==> src/hdl/smprc_pkg.sv <==
// ----------------------------------------------------------------------------
// smprc_pkg
// Types, constants and register indexes for the SIP method packet-rate counter.
// ----------------------------------------------------------------------------
`default_nettype none

package smprc_pkg;

   localparam int DEFAULT_COUNT_WIDTH      = 32;
   localparam int DEFAULT_MAX_METHOD_BYTES = 8;

   localparam int CSR_INDEX_WIDTH = 3;
   localparam int CSR_DATA_WIDTH  = 64;

   localparam logic [CSR_INDEX_WIDTH-1:0] CSR_USE_TCP          = 3'd0;
   localparam logic [CSR_INDEX_WIDTH-1:0] CSR_MATCH_PORT       = 3'd1;
   localparam logic [CSR_INDEX_WIDTH-1:0] CSR_SOURCE_IP_FILTER = 3'd2;
   localparam logic [CSR_INDEX_WIDTH-1:0] CSR_DEST_IP_FILTER   = 3'd3;
   localparam logic [CSR_INDEX_WIDTH-1:0] CSR_METHOD_TEXT      = 3'd4;
   localparam logic [CSR_INDEX_WIDTH-1:0] CSR_METHOD_LENGTH    = 3'd5;

   localparam logic [15:0] RESET_MATCH_PORT    = 16'd5060;
   localparam logic [63:0] RESET_METHOD_TEXT   = 64'h494E_5649_5445_0000;
   localparam logic [3:0]  RESET_METHOD_LENGTH = 4'd6;

   localparam logic [7:0]  BROADCAST_BYTE  = 8'hFF;
   localparam logic [7:0]  ETHERTYPE_HIGH  = 8'h08;
   localparam logic [7:0]  ETHERTYPE_LOW   = 8'h00;
   localparam logic [7:0]  PROTO_UDP       = 8'd17;
   localparam logic [7:0]  PROTO_TCP       = 8'd6;

   localparam logic [15:0] OFS_DEST_LAST   = 16'd5;
   localparam logic [15:0] OFS_TYPE_HIGH   = 16'd12;
   localparam logic [15:0] OFS_TYPE_LOW    = 16'd13;
   localparam logic [15:0] OFS_PROTOCOL    = 16'd23;
   localparam logic [15:0] OFS_SRC_IP      = 16'd26;
   localparam logic [15:0] OFS_DST_IP      = 16'd30;
   localparam logic [15:0] OFS_SRC_PORT    = 16'd34;
   localparam logic [15:0] OFS_DST_PORT    = 16'd36;
   localparam logic [15:0] OFS_UDP_PAYLOAD = 16'd42;
   localparam logic [15:0] OFS_TCP_PAYLOAD = 16'd54;
   localparam logic [15:0] INDEX_MAX       = 16'hFFFF;

   typedef enum logic {
      CMD_BYTE = 1'b0,
      CMD_TICK = 1'b1
   } cmd_type;

   typedef enum logic {
      REPORT_VERDICT = 1'b0,
      REPORT_TICK    = 1'b1
   } report_type;

   typedef struct packed {
      cmd_type    cmd;
      logic [7:0] data_byte;
      logic       last_byte;
   } req_type;

   typedef struct packed {
      report_type  report_kind;
      logic        frame_counted;
      logic [31:0] rate;
      logic [31:0] peak_rate;
      logic [31:0] total_count;
   } rsp_type;

   typedef struct packed {
      logic        use_tcp;
      logic [15:0] match_port;
      logic [31:0] source_ip_filter;
      logic [31:0] dest_ip_filter;
      logic [63:0] method_text;
      logic [3:0]  method_length;
   } cfg_type;

   typedef struct packed {
      report_type kind;
      logic       counted;
   } event_type;

   typedef struct packed {
      logic      valid;
      event_type data;
   } queue_port_type;

endpackage

`default_nettype wire

==> src/hdl/smprc_parser.sv <==
// ----------------------------------------------------------------------------
// smprc_parser
// Front end: walks frame bytes at fixed header offsets and issues one verdict
// event per frame and one event per tick into the event queue.
// ----------------------------------------------------------------------------
`default_nettype none

module smprc_parser
   import smprc_pkg::*;
#(
   parameter int MAX_METHOD_BYTES = DEFAULT_MAX_METHOD_BYTES
) (
   input  wire logic           clock,
   input  wire logic           reset,
   input  wire cfg_type        cfg,
   input  wire logic           req_valid,
   output logic                req_ready,
   input  wire req_type        req_payload,
   input  wire logic           queue_full,
   output queue_port_type      push
);

   localparam logic [3:0] MAX_LEN = 4'(MAX_METHOD_BYTES);

   logic [15:0] byte_index_ff, byte_index_in;
   logic        rejected_ff, rejected_in;
   logic        dest_ones_ff, dest_ones_in;
   logic [7:0]  port_high_ff, port_high_in;
   logic        port_hit_ff, port_hit_in;
   logic        method_ok_ff, method_ok_in;

   logic [15:0] idx;
   logic [7:0]  b;
   logic [15:0] start;
   logic [3:0]  len;
   logic [15:0] meth_end;
   logic [15:0] meth_off;
   logic [15:0] ip_off;
   logic        rej, ones, hit, mok;
   logic [7:0]  phigh;
   logic [7:0]  method_bytes [8];
   logic [7:0]  src_bytes [4];
   logic [7:0]  dst_bytes [4];
   logic        accept;

   assign req_ready = !queue_full;
   assign accept    = req_valid && req_ready;

   always_comb begin
      for (int k = 0; k < 8; k++) begin
         method_bytes[k] = cfg.method_text[63-8*k -: 8];
      end
      for (int k = 0; k < 4; k++) begin
         src_bytes[k] = cfg.source_ip_filter[31-8*k -: 8];
         dst_bytes[k] = cfg.dest_ip_filter[31-8*k -: 8];
      end
   end

   always_comb begin
      idx      = byte_index_ff;
      b        = req_payload.data_byte;
      rej      = rejected_ff;
      ones     = dest_ones_ff;
      phigh    = port_high_ff;
      hit      = port_hit_ff;
      mok      = method_ok_ff;
      start    = cfg.use_tcp ? OFS_TCP_PAYLOAD : OFS_UDP_PAYLOAD;
      len      = (cfg.method_length > MAX_LEN) ? MAX_LEN : cfg.method_length;
      meth_end = start + 16'(len);
      meth_off = idx - start;
      ip_off   = 16'd0;

      if (idx <= OFS_DEST_LAST) begin
         if (b != BROADCAST_BYTE) begin
            ones = 1'b0;
         end
         if (idx == OFS_DEST_LAST && ones) begin
            rej = 1'b1;
         end
      end else if (idx == OFS_TYPE_HIGH) begin
         if (b != ETHERTYPE_HIGH) begin
            rej = 1'b1;
         end
      end else if (idx == OFS_TYPE_LOW) begin
         if (b != ETHERTYPE_LOW) begin
            rej = 1'b1;
         end
      end else if (idx == OFS_PROTOCOL) begin
         if (b != (cfg.use_tcp ? PROTO_TCP : PROTO_UDP)) begin
            rej = 1'b1;
         end
      end else if (idx >= OFS_SRC_IP && idx < OFS_DST_IP) begin
         ip_off = idx - OFS_SRC_IP;
         if (cfg.source_ip_filter != 32'd0 && b != src_bytes[ip_off[1:0]]) begin
            rej = 1'b1;
         end
      end else if (idx >= OFS_DST_IP && idx < OFS_SRC_PORT) begin
         ip_off = idx - OFS_DST_IP;
         if (cfg.dest_ip_filter != 32'd0 && b != dst_bytes[ip_off[1:0]]) begin
            rej = 1'b1;
         end
      end else if (idx == OFS_SRC_PORT || idx == OFS_DST_PORT) begin
         phigh = b;
      end else if (idx == OFS_SRC_PORT + 16'd1 || idx == OFS_DST_PORT + 16'd1) begin
         if ({port_high_ff, b} == cfg.match_port) begin
            hit = 1'b1;
         end
         if (idx == OFS_DST_PORT + 16'd1 && !hit) begin
            rej = 1'b1;
         end
      end else if (idx >= start && idx < meth_end) begin
         if (b != method_bytes[meth_off[2:0]]) begin
            rej = 1'b1;
         end
      end

      if ({1'b0, idx} + 17'd1 == {1'b0, meth_end} && !rej) begin
         mok = 1'b1;
      end

      byte_index_in = byte_index_ff;
      rejected_in   = rejected_ff;
      dest_ones_in  = dest_ones_ff;
      port_high_in  = port_high_ff;
      port_hit_in   = port_hit_ff;
      method_ok_in  = method_ok_ff;

      push.valid        = 1'b0;
      push.data.kind    = REPORT_VERDICT;
      push.data.counted = 1'b0;

      if (accept) begin
         if (req_payload.cmd == CMD_TICK) begin
            push.valid     = 1'b1;
            push.data.kind = REPORT_TICK;
         end else if (req_payload.last_byte) begin
            push.valid        = 1'b1;
            push.data.counted = mok && !rej;
            byte_index_in     = 16'd0;
            rejected_in       = 1'b0;
            dest_ones_in      = 1'b1;
            port_high_in      = 8'd0;
            port_hit_in       = 1'b0;
            method_ok_in      = 1'b0;
         end else begin
            byte_index_in = (idx < INDEX_MAX) ? idx + 16'd1 : idx;
            rejected_in   = rej;
            dest_ones_in  = ones;
            port_high_in  = phigh;
            port_hit_in   = hit;
            method_ok_in  = mok;
         end
      end
   end

   always_ff @(posedge clock) begin
      if (reset) begin
         byte_index_ff <= 16'd0;
         rejected_ff   <= 1'b0;
         dest_ones_ff  <= 1'b1;
         port_high_ff  <= 8'd0;
         port_hit_ff   <= 1'b0;
         method_ok_ff  <= 1'b0;
      end else begin
         byte_index_ff <= byte_index_in;
         rejected_ff   <= rejected_in;
         dest_ones_ff  <= dest_ones_in;
         port_high_ff  <= port_high_in;
         port_hit_ff   <= port_hit_in;
         method_ok_ff  <= method_ok_in;
      end
   end

endmodule

`default_nettype wire

==> src/hdl/smprc_queue.sv <==
// ----------------------------------------------------------------------------
// smprc_queue
// Two-entry event queue between the frame parser and the statistics unit.
// ----------------------------------------------------------------------------
`default_nettype none

module smprc_queue
   import smprc_pkg::*;
(
   input  wire logic           clock,
   input  wire logic           reset,
   input  wire queue_port_type push,
   output logic                full,
   output queue_port_type      head,
   input  wire logic           pop
);

   event_type  entry_ff [2];
   logic       wr_ptr_ff, wr_ptr_in;
   logic       rd_ptr_ff, rd_ptr_in;
   logic [1:0] count_ff, count_in;
   logic       do_pop;

   assign full       = (count_ff == 2'd2);
   assign head.valid = (count_ff != 2'd0);
   assign head.data  = entry_ff[rd_ptr_ff];
   assign do_pop     = pop && head.valid;

   always_comb begin
      wr_ptr_in = push.valid ? !wr_ptr_ff : wr_ptr_ff;
      rd_ptr_in = do_pop ? !rd_ptr_ff : rd_ptr_ff;
      count_in  = count_ff + 2'(push.valid) - 2'(do_pop);
   end

   always_ff @(posedge clock) begin
      if (reset) begin
         wr_ptr_ff <= 1'b0;
         rd_ptr_ff <= 1'b0;
         count_ff  <= 2'd0;
      end else begin
         wr_ptr_ff <= wr_ptr_in;
         rd_ptr_ff <= rd_ptr_in;
         count_ff  <= count_in;
      end
   end

   always_ff @(posedge clock) begin
      if (push.valid) begin
         entry_ff[wr_ptr_ff] <= push.data;
      end
   end

endmodule

`default_nettype wire

==> src/hdl/smprc_stats.sv <==
// ----------------------------------------------------------------------------
// smprc_stats
// Back end: keeps the match total, tick snapshot and peak rate, and drives
// the response output register.
// ----------------------------------------------------------------------------
`default_nettype none

module smprc_stats
   import smprc_pkg::*;
#(
   parameter int COUNT_WIDTH = DEFAULT_COUNT_WIDTH
) (
   input  wire logic           clock,
   input  wire logic           reset,
   input  wire queue_port_type head,
   output logic                pop,
   output logic                rsp_valid,
   input  wire logic           rsp_ready,
   output rsp_type             rsp_payload
);

   logic [COUNT_WIDTH-1:0] total_ff, total_in;
   logic [COUNT_WIDTH-1:0] previous_ff, previous_in;
   logic [COUNT_WIDTH-1:0] highest_ff, highest_in;
   logic                   rsp_valid_ff, rsp_valid_in;
   rsp_type                rsp_ff, rsp_in;
   logic                   wrapped;
   logic [COUNT_WIDTH-1:0] rate;

   assign pop         = head.valid && (!rsp_valid_ff || rsp_ready);
   assign rsp_valid   = rsp_valid_ff;
   assign rsp_payload = rsp_ff;

   always_comb begin
      wrapped      = (total_ff < previous_ff);
      rate         = wrapped ? total_ff : total_ff - previous_ff;
      total_in     = total_ff;
      previous_in  = previous_ff;
      highest_in   = highest_ff;
      rsp_valid_in = rsp_valid_ff && !rsp_ready;
      rsp_in       = rsp_ff;

      if (pop) begin
         rsp_valid_in         = 1'b1;
         rsp_in.report_kind   = head.data.kind;
         rsp_in.frame_counted = 1'b0;
         rsp_in.rate          = 32'd0;
         rsp_in.peak_rate     = 32'd0;
         rsp_in.total_count   = 32'd0;
         if (head.data.kind == REPORT_TICK) begin
            if (wrapped) begin
               total_in = '0;
            end
            previous_in = total_ff;
            if (rate > highest_ff) begin
               highest_in = rate;
            end
            rsp_in.rate        = 32'(rate);
            rsp_in.peak_rate   = 32'(highest_in);
            rsp_in.total_count = 32'(total_ff);
         end else begin
            rsp_in.frame_counted = head.data.counted;
            if (head.data.counted) begin
               total_in = total_ff + COUNT_WIDTH'(1);
            end
         end
      end
   end

   always_ff @(posedge clock) begin
      if (reset) begin
         total_ff     <= '0;
         previous_ff  <= '0;
         highest_ff   <= '0;
         rsp_valid_ff <= 1'b0;
      end else begin
         total_ff     <= total_in;
         previous_ff  <= previous_in;
         highest_ff   <= highest_in;
         rsp_valid_ff <= rsp_valid_in;
      end
   end

   always_ff @(posedge clock) begin
      rsp_ff <= rsp_in;
   end

endmodule

`default_nettype wire

==> src/hdl/sip_method_packet_rate_counter.sv <==
// ----------------------------------------------------------------------------
// sip_method_packet_rate_counter
// Counts SIP request frames of one method and reports per-tick rate figures.
// ----------------------------------------------------------------------------
// Takes one transaction per clock while the event queue has room: a frame byte
// or a tick. Every frame gives a verdict transaction on its last byte and every
// tick gives a rate report; all other bytes give nothing. The parser checks
// each byte and hands verdicts and ticks through a two-entry queue to the
// statistics unit, so a result passes the queue entry and then the response
// register before it is offered on rsp_valid, and the block keeps one item per
// cycle as long as rsp_ready stays high. The user must write configuration
// through the csr port while the block is idle; the block does not enforce it.
`default_nettype none

module sip_method_packet_rate_counter
   import smprc_pkg::*;
#(
   parameter int COUNT_WIDTH      = DEFAULT_COUNT_WIDTH,
   parameter int MAX_METHOD_BYTES = DEFAULT_MAX_METHOD_BYTES
) (
   input  wire logic                       clock,
   input  wire logic                       reset,
   input  wire logic                       req_valid,
   output logic                            req_ready,
   input  wire req_type                    req_payload,
   output logic                            rsp_valid,
   input  wire logic                       rsp_ready,
   output rsp_type                         rsp_payload,
   input  wire logic                       csr_wen,
   input  wire logic [CSR_INDEX_WIDTH-1:0] csr_index,
   input  wire logic [CSR_DATA_WIDTH-1:0]  csr_wdata
);

   cfg_type        cfg_ff, cfg_in;
   queue_port_type push;
   queue_port_type head;
   logic           queue_full;
   logic           pop;

   always_comb begin
      cfg_in = cfg_ff;
      if (csr_wen) begin
         unique case (csr_index)
            CSR_USE_TCP:          cfg_in.use_tcp          = csr_wdata[0];
            CSR_MATCH_PORT:       cfg_in.match_port       = csr_wdata[15:0];
            CSR_SOURCE_IP_FILTER: cfg_in.source_ip_filter = csr_wdata[31:0];
            CSR_DEST_IP_FILTER:   cfg_in.dest_ip_filter   = csr_wdata[31:0];
            CSR_METHOD_TEXT:      cfg_in.method_text      = csr_wdata;
            CSR_METHOD_LENGTH:    cfg_in.method_length    = csr_wdata[3:0];
            default:              cfg_in                  = cfg_ff;
         endcase
      end
   end

   always_ff @(posedge clock) begin
      if (reset) begin
         cfg_ff.use_tcp          <= 1'b0;
         cfg_ff.match_port       <= RESET_MATCH_PORT;
         cfg_ff.source_ip_filter <= 32'd0;
         cfg_ff.dest_ip_filter   <= 32'd0;
         cfg_ff.method_text      <= RESET_METHOD_TEXT;
         cfg_ff.method_length    <= RESET_METHOD_LENGTH;
      end else begin
         cfg_ff <= cfg_in;
      end
   end

   smprc_parser #(
      .MAX_METHOD_BYTES (MAX_METHOD_BYTES)
   ) u_parser (
      .clock       (clock),
      .reset       (reset),
      .cfg         (cfg_ff),
      .req_valid   (req_valid),
      .req_ready   (req_ready),
      .req_payload (req_payload),
      .queue_full  (queue_full),
      .push        (push)
   );

   smprc_queue u_queue (
      .clock (clock),
      .reset (reset),
      .push  (push),
      .full  (queue_full),
      .head  (head),
      .pop   (pop)
   );

   smprc_stats #(
      .COUNT_WIDTH (COUNT_WIDTH)
   ) u_stats (
      .clock       (clock),
      .reset       (reset),
      .head        (head),
      .pop         (pop),
      .rsp_valid   (rsp_valid),
      .rsp_ready   (rsp_ready),
      .rsp_payload (rsp_payload)
   );

endmodule

`default_nettype wire

==> config.mk <==
export PLATFORM = sky130hd
export DESIGN_NAME = sip_method_packet_rate_counter
export DESIGN_NICKNAME = d
export VERILOG_FILES = /design/src/hdl/smprc_pkg.sv /design/src/hdl/smprc_parser.sv /design/src/hdl/smprc_queue.sv /design/src/hdl/smprc_stats.sv /design/src/hdl/sip_method_packet_rate_counter.sv
export SDC_FILE = /design/constraint.sdc
export NUM_CORES = 1
export LEC_CHECK = 0
export BUFFER_PORTS_ARGS = -buffer_cell sky130_fd_sc_hd__buf_2
export CAP_MARGIN = 20
export CORE_ASPECT_RATIO = 1.25
export CORE_UTILIZATION = 25
export DETAILED_ROUTE_END_ITERATION = 10
export HOLD_SLACK_MARGIN = 0.1
export PLACE_DENSITY_LB_ADDON = 0.3
export SLEW_MARGIN = 20
export SYNTH_ARGS = -nofsm -noshare
export SYNTH_HDL_FRONTEND = slang
export SYNTH_SLANG_ARGS = --single-unit
==> constraint.sdc <==
create_clock -name clock -period 8.1 [get_ports clock]
set_clock_uncertainty 0.2 [all_clocks]
set_input_delay 0.405 -clock clock [delete_from_list [all_inputs] [get_ports clock]]
set_output_delay 0.405 -clock clock [all_outputs]
set_load 0.02 [all_outputs]
==> flow_summary.toml <==
[power]
p_switching_mw = 2.30
netSwitchingFraction_pct = 35.3
cell_internal_pwr_mw = 4.22
total_leakage_power_nw = 9.28
worst_ir_drop_vdd_mv = 0.507
p_seq_share_pct = 37.5
combinational_cell_fraction_of_total_power_pct = 29.2
power.clock.fraction_pct = 33.3
power_density_nw_per_um2 = 271

[sta]
fin_crit_ns = 6.81
timing.final.hold_violations = 0
highest_clock_rate_mhz = 147
worstMarginPinSlew_ns = 1.01
postLayoutSetupSlackWorst_ns = 1.29
rsz0062_at_grt = "no"
setup_viol_count_final = 0
fin_crit_sh_pct = 84.1
fin_worst_hold_slack_ns = 0.176
timing_max_transition_violations_final = 0
fin_tns_setup_ns = 0
max_slew_margin_pct = 32.6

[yosys]
share_of_synthesized_area_spent_on_multiplexers_pct = 4.10
synth-edff-count = 102
synthSimpleGateAreaFrac_pct = 20.8
area_share_of_xor_xnor_cells_in_the_synthesized_design_pct = 3.93
synth_seq_cells = 381
yosys_warnings = 0
synth_compound_area_share_pct = 16.4
synth_top_cell_area_share_pct = 28.3
syn-instance-count = 2327
yosys-top-cells-area = "sky130_fd_sc_hd__dfxtp_1 28%, sky130_fd_sc_hd__edfxtp_1 16%, sky130_fd_sc_hd__nand2_1 8.2%"
dominantRegCellSynth = "sky130_fd_sc_hd__dfxtp_1"
yosysTopAreaCell = "sky130_fd_sc_hd__dfxtp_1"
mappedNetlistArea_um2 = 19800
post_synth_num_cell_types = 76
yosysSeqAreaShare_pct = 43.8
synth.avg_cell_area_um2 = 8.49
dominant_combinational_cell_family_by_area_after_synthesis = "simple AND/OR/NAND/NOR gates"
postSynth.asyncResetShare_pct = 0
synth.net_count = 2496
synth-adder-area-share_pct = 5.59

[finish]
post_route_cells_drive_above_1_share_pct = 13.8
most-common-layout-cells = "427 x sky130_fd_sc_hd__nand2_1, 303 x sky130_fd_sc_hd__a21oi_1, 277 x sky130_fd_sc_hd__dfxtp_1, 180 x sky130_fd_sc_hd__buf_2, 174 x sky130_fd_sc_hd__nor2_1"
area.growth.synth_to_final_pct = 21.8
fillers = 8310
layout.cells.most_common = "sky130_fd_sc_hd__nand2_1"
design.final.nets = 2696

[placed_design]
place_congestion = 0.873
place.port_buffers = 181
dp_slack_ns = 0.980
dp.final_hpwl_um = 44400

[clock_tree]
clock_insertion_delay_worst_skew_ns = 0.59
clk_transition_reported_paths_ns = 0.06
clkSinkCount = 381
cts-resized-gates = 0
clk_root_buffer_cell = "sky130_fd_sc_hd__clkbuf_16"
clockBufferDepth = 3
htree_num_levels = 2
hold_bufs_at_cts = 69
post-cts-setup-buffer-count = 0
cts_tree = "yes"
cts_made_buffers = 46

[floorplan]
placeableCoreArea_um2 = 77700
floorplan.die.height_um = 316
placement_rows = 114
top_level_ports = 182
initial_utilization_pct = 25.4
die_area_um2 = 80100
fp.dieW_um = 253

[critical_path]
critPathMaxFanout = 48
timing.setup.critical_path_class = "flop to flop"
worst_setup_path_start_kind = "flop"
setup.worst_path.end_class = "flop"
critical_path_arrival_ns = 6.89
cp.required_ns = 8.18

[global_routing]
first_pass_grt_wire_length_um = 97300
grt_max_degree = 96
track_usage_pct = 15.8
via_count_of_the_first_global_routing_pass = 16400
antenna_found_initial = 2
grt-ovfl-total = 0

[drt]
drt_iter0_drc = 894
drt_drc_violations_left = 0
antenna_violating_nets_post_route = 0
dr_total_vias = 16900
route.detailed.wl_per_inst_um = 17.6
drt-vias-per-instance = 4.68
detail_route.first_pass.iterations = 8
drt-total-wl_um = 63500

[hold_path]
holdCritPathClass = "input pin to flop"

[status]
outcome = "finished clean"

[job]
timing.max_cap.violations = 0
[layer usage]
layer	vias to the layer above	global-route usage (%)	part of all wire, %
li1	8474	-	-
met1	7890	17.7	40
met2	386	29.2	52
met3	122	2.45	4.2
met4	2	7.04	4.7
met5	-	0	0.017
[worst max-delay path, stage by stage (launching register included)]
cell and delay [ns]:
sky130_fd_sc_hd__dfxtp_1 0.35, sky130_fd_sc_hd__inv_1 0.11, sky130_fd_sc_hd__ha_1 0.17, sky130_fd_sc_hd__inv_1 0.05, sky130_fd_sc_hd__fa_1 0.39, sky130_fd_sc_hd__a21o_1 0.19, sky130_fd_sc_hd__a221o_1 0.30, sky130_fd_sc_hd__a21oi_2 0.23
sky130_fd_sc_hd__o21ai_2 0.13, sky130_fd_sc_hd__a31o_2 0.29, sky130_fd_sc_hd__a211oi_4 0.34, sky130_fd_sc_hd__o31a_2 0.58, sky130_fd_sc_hd__buf_4 0.42, sky130_fd_sc_hd__nor3_1 0.11, sky130_fd_sc_hd__a21oi_1 0.30, sky130_fd_sc_hd__inv_1 0.08
sky130_fd_sc_hd__ha_1 0.30, sky130_fd_sc_hd__a21oi_1 0.14, sky130_fd_sc_hd__nor2_1 0.06, sky130_fd_sc_hd__a211oi_1 0.30, sky130_fd_sc_hd__o21ai_0 0.19, sky130_fd_sc_hd__a211oi_1 0.43, sky130_fd_sc_hd__a21oi_4 0.20, sky130_fd_sc_hd__buf_4 0.32
sky130_fd_sc_hd__o21ai_0 0.20, sky130_fd_sc_hd__a21oi_1 0.08
[stage by stage]
stage                     cells  utilization, %  power, mW  instance area, um^2
after floorplan            2327               -       3.77                19800
after global placement     3454            28.0       4.41                21800
after detailed placement   3454            28.0       4.43                21800
after CTS                  3605            30.9       6.66                24000
after global routing       3605            30.9       6.95                24100
final                      3606            30.9       6.53                24100
[cells by family (layout without fill, tap and decap cells)]
family	Yosys count	count (layout)
adder cells (fa/ha/maj)	87	87
buffers and inverters	270	504
flip-flops	381	381
XOR/XNOR	87	87
other	0	1
multiplexers	60	60
AO/OA/AOI/OAI	549	549
AND/OR/NAND/NOR	893	893
[sequential cells by signal, summed over array words and instances (netlist names), 2 cells and up, named ones only]
name,cells
cfg_ff,149
u_queue.entry_ff,4
u_parser.byte_index_ff,16
u_stats.highest_ff,32
u_stats.rsp_payload,98
u_stats.previous_ff,32
u_queue.count_ff,2
u_stats.total_ff,32
u_parser.port_high_ff,8
[power by group through the flow]
stage	Clock [mW]	Sequential, mW	Combinational, mW
floorplan	0	2.73	1.03
global placement	0	2.49	1.92
detailed placement	0	2.49	1.93
CTS	2.25	2.45	1.96
global route	2.31	2.48	2.15
finish	2.17	2.45	1.91
[final timing paths]
path                                                  startpoint                               endpoint  slack [ns]  depth (start not counted)
worst min register to register           cfg_ff[28]$_SDFFE_PP0P_                cfg_ff[28]$_SDFFE_PP0P_        0.25                          2
worst max register to register  u_stats.total_ff[0]$_SDFFE_PP0P_  u_stats.rsp_payload[59]$_SDFFCE_PN0P_        1.29                         25
worst min-delay path                                csr_index[1]               cfg_ff[148]$_SDFFE_PP0P_        0.18                          4
worst max-delay path            u_stats.total_ff[0]$_SDFFE_PP0P_  u_stats.rsp_payload[59]$_SDFFCE_PN0P_        1.29                         25
[synthesized netlist by cell type, types with 9 or more instances]
cell and instances:
sky130_fd_sc_hd__o21ai_0 83, sky130_fd_sc_hd__dfxtp_1 279, sky130_fd_sc_hd__clkbuf_1 115, sky130_fd_sc_hd__xor2_1 29
sky130_fd_sc_hd__nor4_1 25, sky130_fd_sc_hd__a211oi_1 35, sky130_fd_sc_hd__or3_1 27, sky130_fd_sc_hd__a21o_1 22
sky130_fd_sc_hd__and3_1 14, sky130_fd_sc_hd__xnor2_1 57, sky130_fd_sc_hd__nor2b_1 16, sky130_fd_sc_hd__edfxtp_1 102
sky130_fd_sc_hd__a31oi_1 12, sky130_fd_sc_hd__nand2b_1 15, sky130_fd_sc_hd__nand4_1 30, sky130_fd_sc_hd__mux4_2 16
sky130_fd_sc_hd__o31ai_1 9, sky130_fd_sc_hd__inv_1 123, sky130_fd_sc_hd__or4_1 9, sky130_fd_sc_hd__nand3_1 31
sky130_fd_sc_hd__mux2i_1 37, sky130_fd_sc_hd__nor3_1 19, sky130_fd_sc_hd__nand3b_1 35, sky130_fd_sc_hd__nor2_1 174
sky130_fd_sc_hd__buf_2 21, sky130_fd_sc_hd__a21oi_1 304, sky130_fd_sc_hd__a22oi_1 10, sky130_fd_sc_hd__o21a_1 12
sky130_fd_sc_hd__nand2_1 429, sky130_fd_sc_hd__nor3b_1 11, sky130_fd_sc_hd__and2_1 41, sky130_fd_sc_hd__ha_1 85
[layout make-up]
class	instances	area, um^2	share of cell area, %
Antenna cell	1	2.50	0.0104
Sequential cell	381	8650	36.0
Timing Repair Buffer	296	1950	8.11
Tap cell	1044	1310	5.43
Clock inverter	20	288	1.20
Multi-Input combinational cell	1676	10100	41.9
Inverter	126	473	1.97
Clock buffer	62	1300	5.41
(Power assumes the default switching activity.)
